### src/rtl/core/ffbh_pkg.sv
// Package for the first-fit block heap manager.
// Holds shared codes, widths and the controller/datapath command and status structs.
// No dependencies.
package ffbh_pkg;

    // Heap size default and fixed field widths
    localparam int HEAP_BYTES_DEF = 128;
    localparam int PW             = 9;   // walk position, holds an offset past the heap
    localparam int IN_W           = 32;  // 26 bits of fields, padded to whole bytes
    localparam int OUT_W          = 64;  // 57 bits of fields, padded to whole bytes

    // Size byte layout
    localparam logic [7:0] ALLOC_BIT = 8'h01;
    localparam logic [7:0] SIZE_MASK = 8'hFE;
    localparam logic [6:0] SPLIT_MIN = 7'd2;

    typedef enum logic [2:0] {
        OP_ALLOC = 3'd0,
        OP_FREE  = 3'd1,
        OP_FILL  = 3'd2,
        OP_READ  = 3'd3,
        OP_HDR   = 3'd4,
        OP_LIST  = 3'd5
    } op_t;

    typedef enum logic [1:0] {
        ST_OK       = 2'd0,
        ST_NOSPACE  = 2'd1,
        ST_NOTFOUND = 2'd2,
        ST_REJECT   = 2'd3
    } res_status_t;

    typedef enum logic [2:0] {
        RK_PLAIN = 3'd0,
        RK_ALLOC = 3'd1,
        RK_READ  = 3'd2,
        RK_HDR   = 3'd3,
        RK_LIST  = 3'd4
    } res_kind_t;

    typedef enum logic {
        RS_HDR  = 1'b0,
        RS_BYTE = 1'b1
    } rsel_t;

    typedef enum logic [2:0] {
        WS_REM_ID  = 3'd0,
        WS_REM_SZ  = 3'd1,
        WS_ID      = 3'd2,
        WS_SZ_AMT  = 3'd3,
        WS_SZ_KEEP = 3'd4,
        WS_FREE    = 3'd5,
        WS_FILL    = 3'd6
    } wsel_t;

    typedef enum logic [3:0] {
        S_IDLE,
        S_DISPATCH,
        S_WALK_RD,
        S_CHK,
        S_ACT,
        S_WR_REM_ID,
        S_WR_REM_SZ,
        S_WR_ID,
        S_WR_SZ,
        S_FILL,
        S_RD_BYTE,
        S_RD_WAIT,
        S_EMIT,
        S_LIST_EMIT
    } state_t;

    // Controller to datapath
    typedef struct packed {
        logic        load_in;
        rsel_t       rsel;
        logic        we;
        wsel_t       wsel;
        logic        cap;
        logic        cap_byte;
        logic        adv_cur;
        logic        adv_lat;
        logic        cnt_inc;
        logic        n_inc;
        logic        load_out;
        res_status_t res_status;
        res_kind_t   res_kind;
    } ffbh_cmd_t;

    // Datapath to controller
    typedef struct packed {
        op_t  op;
        logic fit;
        logic match;
        logic at_end;
        logic split;
        logic fill_big;
        logic sz_zero;
        logic used;
        logic lst_last;
        logic fill_done;
        logic out_free;
    } ffbh_sts_t;

endpackage

### src/rtl/core/ffbh_ctrl.sv
// Controller state machine of the first-fit block heap manager.
// Depends on ffbh_pkg for the state type and the command/status structs.
module ffbh_ctrl
(
    input  logic               clk,
    input  logic               rst_n,
    input  logic               in_fire,
    output logic               in_ready,
    input  ffbh_pkg::ffbh_sts_t sts,
    output ffbh_pkg::ffbh_cmd_t cmd
);

    ffbh_pkg::state_t      state_reg, state_next;
    ffbh_pkg::res_status_t rstat_reg, rstat_next;
    ffbh_pkg::res_kind_t   rkind_reg, rkind_next;

    // State and pending result registers
    always_ff @(posedge clk or negedge rst_n)
    begin
        if (!rst_n)
        begin
            state_reg <= ffbh_pkg::S_IDLE;
            rstat_reg <= ffbh_pkg::ST_OK;
            rkind_reg <= ffbh_pkg::RK_PLAIN;
        end
        else
        begin
            state_reg <= state_next;
            rstat_reg <= rstat_next;
            rkind_reg <= rkind_next;
        end
    end

    // Next state
    always_comb
    begin
        state_next = state_reg;
        rstat_next = rstat_reg;
        rkind_next = rkind_reg;
        case (state_reg)
            ffbh_pkg::S_IDLE:
            begin
                if (in_fire)
                    state_next = ffbh_pkg::S_DISPATCH;
            end
            ffbh_pkg::S_DISPATCH:
            begin
                case (sts.op)
                    ffbh_pkg::OP_ALLOC, ffbh_pkg::OP_FREE, ffbh_pkg::OP_FILL,
                    ffbh_pkg::OP_READ, ffbh_pkg::OP_HDR, ffbh_pkg::OP_LIST:
                        state_next = ffbh_pkg::S_WALK_RD;
                    default:
                        state_next = ffbh_pkg::S_IDLE;
                endcase
            end
            ffbh_pkg::S_WALK_RD:
                state_next = ffbh_pkg::S_CHK;
            ffbh_pkg::S_CHK:
            begin
                case (sts.op)
                    ffbh_pkg::OP_LIST:
                        state_next = ffbh_pkg::S_LIST_EMIT;
                    ffbh_pkg::OP_ALLOC:
                    begin
                        if (sts.fit)
                            state_next = ffbh_pkg::S_ACT;
                        else if (sts.at_end)
                        begin
                            rstat_next = ffbh_pkg::ST_NOSPACE;
                            rkind_next = ffbh_pkg::RK_PLAIN;
                            state_next = ffbh_pkg::S_EMIT;
                        end
                        else
                            state_next = ffbh_pkg::S_WALK_RD;
                    end
                    default:
                    begin
                        if (sts.match)
                            state_next = ffbh_pkg::S_ACT;
                        else if (sts.at_end)
                        begin
                            rstat_next = ffbh_pkg::ST_NOTFOUND;
                            rkind_next = ffbh_pkg::RK_PLAIN;
                            state_next = ffbh_pkg::S_EMIT;
                        end
                        else
                            state_next = ffbh_pkg::S_WALK_RD;
                    end
                endcase
            end
            ffbh_pkg::S_ACT:
            begin
                rstat_next = ffbh_pkg::ST_OK;
                rkind_next = ffbh_pkg::RK_PLAIN;
                case (sts.op)
                    ffbh_pkg::OP_ALLOC:
                        state_next = sts.split ? ffbh_pkg::S_WR_REM_ID : ffbh_pkg::S_WR_ID;
                    ffbh_pkg::OP_FREE:
                        state_next = ffbh_pkg::S_EMIT;
                    ffbh_pkg::OP_FILL:
                    begin
                        if (sts.fill_big)
                        begin
                            rstat_next = ffbh_pkg::ST_REJECT;
                            state_next = ffbh_pkg::S_EMIT;
                        end
                        else
                            state_next = ffbh_pkg::S_FILL;
                    end
                    ffbh_pkg::OP_READ:
                    begin
                        if (sts.sz_zero)
                        begin
                            rstat_next = ffbh_pkg::ST_REJECT;
                            state_next = ffbh_pkg::S_EMIT;
                        end
                        else
                            state_next = ffbh_pkg::S_RD_BYTE;
                    end
                    ffbh_pkg::OP_HDR:
                    begin
                        if (!sts.used)
                            rstat_next = ffbh_pkg::ST_REJECT;
                        else
                            rkind_next = ffbh_pkg::RK_HDR;
                        state_next = ffbh_pkg::S_EMIT;
                    end
                    default:
                        state_next = ffbh_pkg::S_IDLE;
                endcase
            end
            ffbh_pkg::S_WR_REM_ID:
                state_next = ffbh_pkg::S_WR_REM_SZ;
            ffbh_pkg::S_WR_REM_SZ:
                state_next = ffbh_pkg::S_WR_ID;
            ffbh_pkg::S_WR_ID:
                state_next = ffbh_pkg::S_WR_SZ;
            ffbh_pkg::S_WR_SZ:
            begin
                rstat_next = ffbh_pkg::ST_OK;
                rkind_next = ffbh_pkg::RK_ALLOC;
                state_next = ffbh_pkg::S_EMIT;
            end
            ffbh_pkg::S_FILL:
            begin
                if (sts.fill_done)
                    state_next = ffbh_pkg::S_EMIT;
            end
            ffbh_pkg::S_RD_BYTE:
                state_next = ffbh_pkg::S_RD_WAIT;
            ffbh_pkg::S_RD_WAIT:
            begin
                rkind_next = ffbh_pkg::RK_READ;
                state_next = ffbh_pkg::S_EMIT;
            end
            ffbh_pkg::S_EMIT:
            begin
                if (sts.out_free)
                    state_next = ffbh_pkg::S_IDLE;
            end
            ffbh_pkg::S_LIST_EMIT:
            begin
                if (sts.out_free)
                    state_next = sts.lst_last ? ffbh_pkg::S_IDLE : ffbh_pkg::S_WALK_RD;
            end
            default:
                state_next = ffbh_pkg::S_IDLE;
        endcase
    end

    // Outputs
    always_comb
    begin
        in_ready       = 1'b0;
        cmd            = '0;
        cmd.rsel       = ffbh_pkg::RS_HDR;
        cmd.wsel       = ffbh_pkg::WS_ID;
        cmd.res_status = rstat_reg;
        cmd.res_kind   = rkind_reg;
        case (state_reg)
            ffbh_pkg::S_IDLE:
            begin
                in_ready    = 1'b1;
                cmd.load_in = in_fire;
            end
            ffbh_pkg::S_CHK:
            begin
                cmd.cap = 1'b1;
                // step to next header unless this block fits/matches or is last
                if (sts.op == ffbh_pkg::OP_ALLOC)
                    cmd.adv_cur = !sts.fit && !sts.at_end;
                else if (sts.op != ffbh_pkg::OP_LIST)
                    cmd.adv_cur = !sts.match && !sts.at_end;
            end
            ffbh_pkg::S_ACT:
            begin
                if (sts.op == ffbh_pkg::OP_FREE)
                begin
                    cmd.we   = 1'b1;
                    cmd.wsel = ffbh_pkg::WS_FREE;
                end
            end
            ffbh_pkg::S_WR_REM_ID:
            begin
                cmd.we   = 1'b1;
                cmd.wsel = ffbh_pkg::WS_REM_ID;
            end
            ffbh_pkg::S_WR_REM_SZ:
            begin
                cmd.we   = 1'b1;
                cmd.wsel = ffbh_pkg::WS_REM_SZ;
            end
            ffbh_pkg::S_WR_ID:
            begin
                cmd.we   = 1'b1;
                cmd.wsel = ffbh_pkg::WS_ID;
            end
            ffbh_pkg::S_WR_SZ:
            begin
                cmd.we   = 1'b1;
                cmd.wsel = sts.split ? ffbh_pkg::WS_SZ_AMT : ffbh_pkg::WS_SZ_KEEP;
            end
            ffbh_pkg::S_FILL:
            begin
                cmd.we      = !sts.fill_done;
                cmd.wsel    = ffbh_pkg::WS_FILL;
                cmd.cnt_inc = !sts.fill_done;
            end
            ffbh_pkg::S_RD_BYTE:
                cmd.rsel = ffbh_pkg::RS_BYTE;
            ffbh_pkg::S_RD_WAIT:
                cmd.cap_byte = 1'b1;
            ffbh_pkg::S_EMIT:
                cmd.load_out = sts.out_free;
            ffbh_pkg::S_LIST_EMIT:
            begin
                cmd.load_out   = sts.out_free;
                cmd.res_status = ffbh_pkg::ST_OK;
                cmd.res_kind   = ffbh_pkg::RK_LIST;
                cmd.adv_lat    = sts.out_free && !sts.lst_last;
                cmd.n_inc      = sts.out_free && !sts.lst_last;
            end
            default:
                in_ready = 1'b0;
        endcase
    end

endmodule

### src/rtl/core/ffbh_dp.sv
// Datapath of the first-fit block heap manager: heap memory, walk registers, result register.
// Depends on ffbh_pkg for widths, codes and the command/status structs.
module ffbh_dp
#(
    parameter int HEAP_BYTES = ffbh_pkg::HEAP_BYTES_DEF
)
(
    input  logic                        clk,
    input  logic                        rst_n,
    input  logic [ffbh_pkg::IN_W-1:0]   in_data,
    input  ffbh_pkg::ffbh_cmd_t         cmd,
    output ffbh_pkg::ffbh_sts_t         sts,
    input  logic                        out_ready,
    output logic                        out_valid,
    output logic [ffbh_pkg::OUT_W-1:0]  out_data,
    output logic                        out_last
);

    localparam int AW = (HEAP_BYTES > 1) ? $clog2(HEAP_BYTES) : 1;
    localparam logic [ffbh_pkg::PW-1:0] END_LIM = ffbh_pkg::PW'(HEAP_BYTES - 2);
    localparam logic [7:0] RST_SZ = 8'(((HEAP_BYTES - 2) << 1)) & ffbh_pkg::SIZE_MASK;

    // Heap memory with per-byte valid bits standing in for the reset image
    logic [7:0]            mem [HEAP_BYTES];
    logic [HEAP_BYTES-1:0] vld_reg;
    logic [7:0]            rd_a_reg, rd_b_reg;
    logic [AW-1:0]         ra, rb, wa;
    logic [7:0]            wd;

    // Item and walk registers
    ffbh_pkg::op_t           op_reg;
    logic [7:0]              id_reg, fb_reg;
    logic [6:0]              amt_reg;
    logic [ffbh_pkg::PW-1:0] pos_reg;
    logic [7:0]              hb0_reg, hb1_reg, byte_reg, next_id_reg;
    logic [6:0]              cnt_reg;
    logic [5:0]              n_reg;

    // Output register
    logic                    ovalid_reg;
    logic [ffbh_pkg::OUT_W-1:0] odata_reg, odata_next;
    logic                    olast_reg, olast_next;

    logic [6:0]              sz_cur, sz_l, surplus, off;
    logic [ffbh_pkg::PW-1:0] nxt_cur, nxt_l, pos_p2;
    logic                    end_l;

    function automatic logic [7:0] rst_byte(input logic [AW-1:0] a);
        return (a == AW'(1)) ? RST_SZ : 8'h00;
    endfunction

    // Block geometry from the fresh header read and from the latched one
    assign sz_cur  = rd_b_reg[7:1];
    assign nxt_cur = pos_reg + ffbh_pkg::PW'(2) + ffbh_pkg::PW'(sz_cur);
    assign sz_l    = hb1_reg[7:1];
    assign nxt_l   = pos_reg + ffbh_pkg::PW'(2) + ffbh_pkg::PW'(sz_l);
    assign end_l   = nxt_l > END_LIM;
    assign surplus = sz_l - amt_reg;
    assign pos_p2  = pos_reg + ffbh_pkg::PW'(2);
    assign off     = (amt_reg > sz_l - 7'd1) ? (sz_l - 7'd1) : amt_reg;

    // Read addresses
    always_comb
    begin
        ra = pos_reg[AW-1:0];
        rb = AW'(pos_reg + ffbh_pkg::PW'(1));
        case (cmd.rsel)
            ffbh_pkg::RS_BYTE: ra = AW'(pos_p2 + ffbh_pkg::PW'(off));
            default:           ra = pos_reg[AW-1:0];
        endcase
    end

    // Write address and data
    always_comb
    begin
        wa = pos_reg[AW-1:0];
        wd = next_id_reg;
        case (cmd.wsel)
            ffbh_pkg::WS_REM_ID:
            begin
                wa = AW'(pos_p2 + ffbh_pkg::PW'(amt_reg));
                wd = 8'h00;
            end
            ffbh_pkg::WS_REM_SZ:
            begin
                wa = AW'(pos_p2 + ffbh_pkg::PW'(amt_reg) + ffbh_pkg::PW'(1));
                wd = {7'(surplus - ffbh_pkg::SPLIT_MIN), 1'b0};
            end
            ffbh_pkg::WS_ID:
            begin
                wa = pos_reg[AW-1:0];
                wd = next_id_reg;
            end
            ffbh_pkg::WS_SZ_AMT:
            begin
                wa = AW'(pos_reg + ffbh_pkg::PW'(1));
                wd = {amt_reg, 1'b0} | ffbh_pkg::ALLOC_BIT;
            end
            ffbh_pkg::WS_SZ_KEEP:
            begin
                wa = AW'(pos_reg + ffbh_pkg::PW'(1));
                wd = {sz_l, 1'b0} | ffbh_pkg::ALLOC_BIT;
            end
            ffbh_pkg::WS_FREE:
            begin
                wa = AW'(pos_reg + ffbh_pkg::PW'(1));
                wd = hb1_reg & ffbh_pkg::SIZE_MASK;
            end
            ffbh_pkg::WS_FILL:
            begin
                wa = AW'(pos_p2 + ffbh_pkg::PW'(cnt_reg));
                wd = fb_reg;
            end
            default:
            begin
                wa = pos_reg[AW-1:0];
                wd = next_id_reg;
            end
        endcase
    end

    // Memory write and registered reads
    always_ff @(posedge clk)
    begin
        if (cmd.we)
            mem[wa] <= wd;
        rd_a_reg <= vld_reg[ra] ? mem[ra] : rst_byte(ra);
        rd_b_reg <= vld_reg[rb] ? mem[rb] : rst_byte(rb);
    end

    always_ff @(posedge clk or negedge rst_n)
    begin
        if (!rst_n)
            vld_reg <= '0;
        else if (cmd.we)
            vld_reg[wa] <= 1'b1;
    end

    // Item fields, latched header and fill byte capture
    always_ff @(posedge clk)
    begin
        if (cmd.load_in)
        begin
            op_reg  <= ffbh_pkg::op_t'(in_data[2:0]);
            id_reg  <= in_data[10:3];
            amt_reg <= in_data[17:11];
            fb_reg  <= in_data[25:18];
        end
        if (cmd.cap)
        begin
            hb0_reg <= rd_a_reg;
            hb1_reg <= rd_b_reg;
        end
        if (cmd.cap_byte)
            byte_reg <= rd_a_reg;
    end

    // Walk position, counters and id allocator
    always_ff @(posedge clk or negedge rst_n)
    begin
        if (!rst_n)
        begin
            pos_reg     <= '0;
            cnt_reg     <= '0;
            n_reg       <= '0;
            next_id_reg <= 8'd1;
        end
        else
        begin
            if (cmd.load_in)
            begin
                pos_reg <= '0;
                cnt_reg <= '0;
                n_reg   <= '0;
            end
            else
            begin
                if (cmd.adv_cur)
                    pos_reg <= nxt_cur;
                else if (cmd.adv_lat)
                    pos_reg <= nxt_l;
                if (cmd.cnt_inc)
                    cnt_reg <= cnt_reg + 7'd1;
                if (cmd.n_inc)
                    n_reg <= n_reg + 6'd1;
            end
            if (cmd.load_out && cmd.res_kind == ffbh_pkg::RK_ALLOC)
                next_id_reg <= next_id_reg + 8'd1;
        end
    end

    // Status to the controller
    always_comb
    begin
        sts.op        = op_reg;
        sts.fit       = !rd_b_reg[0] && (sz_cur >= amt_reg);
        sts.match     = rd_a_reg == id_reg;
        sts.at_end    = nxt_cur > END_LIM;
        sts.split     = surplus > ffbh_pkg::SPLIT_MIN;
        sts.fill_big  = amt_reg > sz_l;
        sts.sz_zero   = sz_l == 7'd0;
        sts.used      = hb1_reg[0];
        sts.lst_last  = end_l || (&n_reg);
        sts.fill_done = cnt_reg == amt_reg;
        sts.out_free  = !ovalid_reg || out_ready;
    end

    // Result word: status, id, byte, header, total, in use, start, end
    always_comb
    begin
        odata_next      = '0;
        odata_next[1:0] = cmd.res_status;
        olast_next      = 1'b1;
        case (cmd.res_kind)
            ffbh_pkg::RK_ALLOC:
                odata_next[9:2] = next_id_reg;
            ffbh_pkg::RK_READ:
                odata_next[17:10] = byte_reg;
            ffbh_pkg::RK_HDR:
                odata_next[33:18] = {hb0_reg, 8'(hb1_reg + 8'd4)};
            ffbh_pkg::RK_LIST:
            begin
                odata_next[9:2]   = hb0_reg;
                odata_next[41:34] = {1'b0, sz_l} + 8'd2;
                odata_next[42]    = hb1_reg[0];
                odata_next[49:43] = pos_reg[6:0];
                odata_next[56:50] = 7'(pos_reg + ffbh_pkg::PW'(sz_l) + ffbh_pkg::PW'(1));
                olast_next        = end_l || (&n_reg);
            end
            default:
                olast_next = 1'b1;
        endcase
    end

    // Result register
    always_ff @(posedge clk or negedge rst_n)
    begin
        if (!rst_n)
            ovalid_reg <= 1'b0;
        else if (cmd.load_out)
            ovalid_reg <= 1'b1;
        else if (out_ready)
            ovalid_reg <= 1'b0;
    end

    always_ff @(posedge clk)
    begin
        if (cmd.load_out)
        begin
            odata_reg <= odata_next;
            olast_reg <= olast_next;
        end
    end

    assign out_valid = ovalid_reg;
    assign out_data  = odata_reg;
    assign out_last  = olast_reg;

endmodule

### src/rtl/core/first_fit_block_heap_manager_core.sv
// First-fit block heap manager, top level: ties the controller to the datapath.
// Depends on ffbh_pkg, ffbh_ctrl and ffbh_dp.
//
// One item at a time. After an item is accepted the controller passes through a
// dispatch state; then every operation walks the block headers from offset 0,
// each block in a registered read of both header bytes and then a decide. A
// found block then takes an action state; allocate then writes the block's id
// and size bytes, first writing the remainder's id and size bytes when it splits;
// fill writes the fill byte into each position until the amount is written; read
// fetches the data byte and waits for it. Every result is loaded into the output
// register, waiting while the sink stalls. List gives one result per block. The heap
// memory has one write port, so split and fill write their bytes in turn. No clearing
// pass: per-byte valid bits present the reset heap image at once after reset.
module first_fit_block_heap_manager_core
#(
    parameter int HEAP_BYTES = ffbh_pkg::HEAP_BYTES_DEF
)
(
    input  logic                       clk,
    input  logic                       rst_n,
    input  logic                       s_axis_tvalid,
    output logic                       s_axis_tready,
    // opcode[2:0], block_id[10:3], amount[17:11], fill_byte[25:18], zero pad
    input  logic [ffbh_pkg::IN_W-1:0]  s_axis_tdata,
    output logic                       m_axis_tvalid,
    input  logic                       m_axis_tready,
    // status[1:0], result_id[9:2], data_byte[17:10], header_word[33:18],
    // total_size[41:34], in_use[42], start_offset[49:43], end_offset[56:50], zero pad
    output logic [ffbh_pkg::OUT_W-1:0] m_axis_tdata,
    output logic                       m_axis_tlast
);

    ffbh_pkg::ffbh_cmd_t cmd;
    ffbh_pkg::ffbh_sts_t sts;
    logic                in_fire;

    assign in_fire = s_axis_tvalid && s_axis_tready;

    ffbh_ctrl u_ctrl
    (
        .clk      (clk),
        .rst_n    (rst_n),
        .in_fire  (in_fire),
        .in_ready (s_axis_tready),
        .sts      (sts),
        .cmd      (cmd)
    );

    ffbh_dp #(
        .HEAP_BYTES (HEAP_BYTES)
    ) u_dp
    (
        .clk       (clk),
        .rst_n     (rst_n),
        .in_data   (s_axis_tdata),
        .cmd       (cmd),
        .sts       (sts),
        .out_ready (m_axis_tready),
        .out_valid (m_axis_tvalid),
        .out_data  (m_axis_tdata),
        .out_last  (m_axis_tlast)
    );

endmodule
### config.mk
export PLATFORM = sky130hd
export DESIGN_NAME = first_fit_block_heap_manager_core
export DESIGN_NICKNAME = d
export VERILOG_FILES = /design/src/rtl/core/ffbh_pkg.sv /design/src/rtl/core/ffbh_ctrl.sv /design/src/rtl/core/ffbh_dp.sv /design/src/rtl/core/first_fit_block_heap_manager_core.sv
export SDC_FILE = /design/constraint.sdc
export NUM_CORES = 2
export LEC_CHECK = 0
export BUFFER_PORTS_ARGS = -buffer_cell sky130_fd_sc_hd__buf_2
export CAP_MARGIN = 20
export CELL_PAD_IN_SITES_DETAIL_PLACEMENT = 0
export CELL_PAD_IN_SITES_GLOBAL_PLACEMENT = 1
export CORE_UTILIZATION = 49
export DETAILED_ROUTE_END_ITERATION = 7
export PLACE_DENSITY_LB_ADDON = 0.1
export SLEW_MARGIN = 20
export SYNTH_ARGS = -nofsm -noshare
export SYNTH_HDL_FRONTEND = slang
export SYNTH_SLANG_ARGS = --single-unit
### constraint.sdc
create_clock -name clk -period 9 [get_ports clk]
set_clock_uncertainty 0.15 [all_clocks]
set_input_delay 1.8 -clock clk [delete_from_list [all_inputs] [get_ports clk]]
set_output_delay 1.8 -clock clk [all_outputs]
set_load 0.01 [all_outputs]
==> run summary <==
• 6.78 — via-per-instance ratio
• 0 — Final Slew Violations
• 0 — total of warnings raised by yosys
• 0 — number of post-CTS setup repair buffers
• 4509 — post-synthesis instance total
• 52.8% — share of the synthesized area in the top cell type
• 6438 — final non-filler cell total
• met5 — top sig layer
• 86600 um — Routed met1 length
• 32.7 um — WL/cell
• 130000 um — HPWL reported at the end of detailed placement
• 43700 — via count of the routed design
• 388 nW/um^2 — power density over the cells
• sky130_fd_sc_hd__edfxtp_1 — top_reg_cell synth
• 5536 — DRT iter0 DRCs
• 1.88 ns — Setup WS pre-CTS
• 0.70 ns — Largest stage delay, worst path
• 0.910 — global placer's final weighted congestion
• 12.5% — worst rel slew slack
• 6169 — total placed cells including tap cells
• 0 — Hold Fails Final Rpt
• 0.06 ns — clock-pin transition on the worst setup and hold timing paths
• 365 um — die width
• 8 — antenna violations before repair
• 12.7% — fraction of registers with async set/reset
• 133000 sq um — die outline area
• 146 — TritonCTS buffer count
• 0 — number of hold-repair buffers added at the cts stage
• 0.80 ns — clk_lat worst skew
• compound AO/OA/AOI/OAI gates — crit-path leading delay family
• 0 — quantity of gates resized following cts
• 31.7% — global router's overall resource usage
• 14.3 sq um — Synth Area per Inst
• sky130_fd_sc_hd__edfxtp_1 53%, sky130_fd_sc_hd__mux4_2 15%, sky130_fd_sc_hd__dfrtp_1 6.4%, sky130_fd_sc_hd__nand2_1 3.6%, sky130_fd_sc_hd__o221ai_1 3.0% — top area cells in the synthesized netlist
• 0 — number of setup violations in the final report
• 64400 sq um — Synth Cell Area
• 4 — CTS H-Tree Depth
• 1315 — clock net sink count
• 0 ns — accumulated negative setup slack
• 1024 — max FFs per register
• 12.2% — layout overhead on the synthesized area
• 132 — number of rows in the core area
• 95 — Synth cell types
• 365 um — Die Y-Extent
• 97900 um — Detail Route met2 WL
• 3 — WP buf/inv
• 28.0 mW — Final Power
• 103 — count of pins on the block boundary
• 4690 — nets@finish
• 59.7% — sequential-to-total area share from yosys stat
• sky130_fd_sc_hd__clkbuf_16 — clock root cell
• 55.6% — final core utilization
• 0 — remaining antenna violation count after routing
• 210000 um — total wirelength of the detailed-routed design
• built — CTS tree
• finished, final reports clean — run status
• 0 — grt total ovfl
• 72300 sq um — design area
• flop to flop — CP Class
• 1132 x sky130_fd_sc_hd__edfxtp_1, 622 x sky130_fd_sc_hd__nand2_1, 432 x sky130_fd_sc_hd__mux4_2 — leading post-synthesis cells by instance count
• sky130_fd_sc_hd__edfxtp_1 — Yosys top cell by area
• 9.58 ns — critical path required time
• 81.7% — post-route fraction of the period consumed by the critical path
• 89 — number of I/O port buffers
• 0 — number of max-cap violations
• 100 — maximum number of pins on one net before global-route repair
• inv_1 -> ha_1 -> nand2_1 -> nand2_1 -> nor3_1 -> xnor2_1 -> ha_1 -> o21a_1 -> o22ai_1 -> a31oi_1 -> buf_4 -> mux2i_1 -> ha_1 -> fa_1 -> nand2b_1 -> mux2_8 -> buf_4 -> o221ai_1 -> a31oi_1 -> nor3_1 -> nor3_1 -> a31oi_1 -> a21oi_1 -> o31a_1 — Critical Path, Cell by Cell
• 0 — residual DRC count
• 49.6% — starting density of the core
• 7.35 ns — minimum period implied by the final worst setup slack
• 0.338 mV — largest vdd supply drop
• 136 MHz — maximum clock rate
• 85 — Crit Path Max Fanout
• sky130_fd_sc_hd__edfxtp_1 — most frequent cell after synthesis
• 3 — Longest Clk Path Bufs
• 1132 — Post-synth EDFFs
• 1.65 ns — final setup slack of the worst path
• 24.4 nW — reported leakage power
• 1315 — number of storage elements in the synthesis netlist
• flop to flop — type of the worst min-delay path
• 67600 sq um — Post-DP Area
• flop — capturing element type of the critical path
• 8 — Initial DRT Pass Iterations
• 1.31 ns — slew of the pin with the lowest slew margin
• 302000 um — global-route wire length before repair
• 0.291 ns — final hold slack
• 7.93 ns — Crit path arrival time
• sky130_fd_sc_hd__edfxtp_1 — critical path's slowest cell
• flop — type of element launching the critical path
• 42000 — via count of the first global-routing pass
• 19300 um — detailed-routed wire length on met3
• 130000 sq um — Core Region
• no — RSZ-0062 raised after global routing
• 21.7% — share of cells above drive strength 1
[worst paths after layout]
check                                       startpoint                             to  slack [ns]  cells past startpoint
max                          u_dp.hb1_reg[2]$_DFFE_PP_       u_dp.rd_a_reg[3]$_DFF_P_        1.65                     24
min                        u_dp.rd_b_reg[0]$_SDFF_PN0_      u_dp.hb1_reg[0]$_DFFE_PP_        0.29                      0
max reg2reg                  u_dp.hb1_reg[2]$_DFFE_PP_       u_dp.rd_a_reg[3]$_DFF_P_        1.65                     24
min reg2reg                u_dp.rd_b_reg[0]$_SDFF_PN0_      u_dp.hb1_reg[0]$_DFFE_PP_        0.29                      0
max in group asynchronous                        rst_n  u_dp.vld_reg[106]$_DFFE_PN0P_        6.42                      2
min in group asynchronous                        rst_n      u_dp.n_reg[3]$_DFFE_PN0P_        0.85                      1
[power breakdown]
part | internal (mW) | switching [mW]
combinational | 4.59 | 9.10
sequential | 7.96 | 0.426
clock | 3.44 | 2.51
total | 16.0 | 12.0
[per-layer routing]
metal / track usage [%] / vias to the layer above
li1: - / 18300
met1: 45.6 / 22600
met2: 48.9 / 2483
met3: 5.74 / 344
met4: 10.4 / 4
met5: 0 / -
[final cells by class]
| cell class | count | area [sq um] |
|---|---|---|
| fillers | 10500 | 57700 |
| flip-flops and latches | 1315 | 38500 |
| multi-input cells | 2762 | 24600 |
| clock buffers | 187 | 4000 |
| well taps | 1742 | 2180 |
| repair buffers | 276 | 2020 |
| clock inverters | 80 | 722 |
| inverters | 74 | 278 |
| diodes | 2 | 5.00 |
[logic make-up after synthesis]
family,after synthesis,share of synthesized area (%)
xor+xnor,81,1.13
mux,476,15.8
simple gates,1202,8.30
flops,1315,59.7
buf+inv,438,3.06
compound gates,917,10.3
other cells,1,0.00582
fa+ha+maj,79,1.62
[layout by cell type, fill, tap and decap left out, drive strengths merged, types with 9 or more instances in the layout]
master,count
or3,11
mux2i,38
nand2,622
nor2,156
o21a,14
inv,80
a41o,18
clkbuf,188
o211ai,17
a31oi,249
a21o,15
mux4,432
nor3,183
a221oi,10
buf,275
and3,31
clkinv,61
nand3,54
nor4,25
bufinv,10
nand2b,11
a21oi,63
ha,72
a22o,11
nor2b,12
xnor2,48
xor2,32
dfrtp,166
a311oi,9
nand4,23
a22oi,12
o221ai,218
and2,38
edfxtp,1132
dfxtp,16
o21bai,98
o31ai,23
o21ai,97
Power figures use the tool's default switching activity.
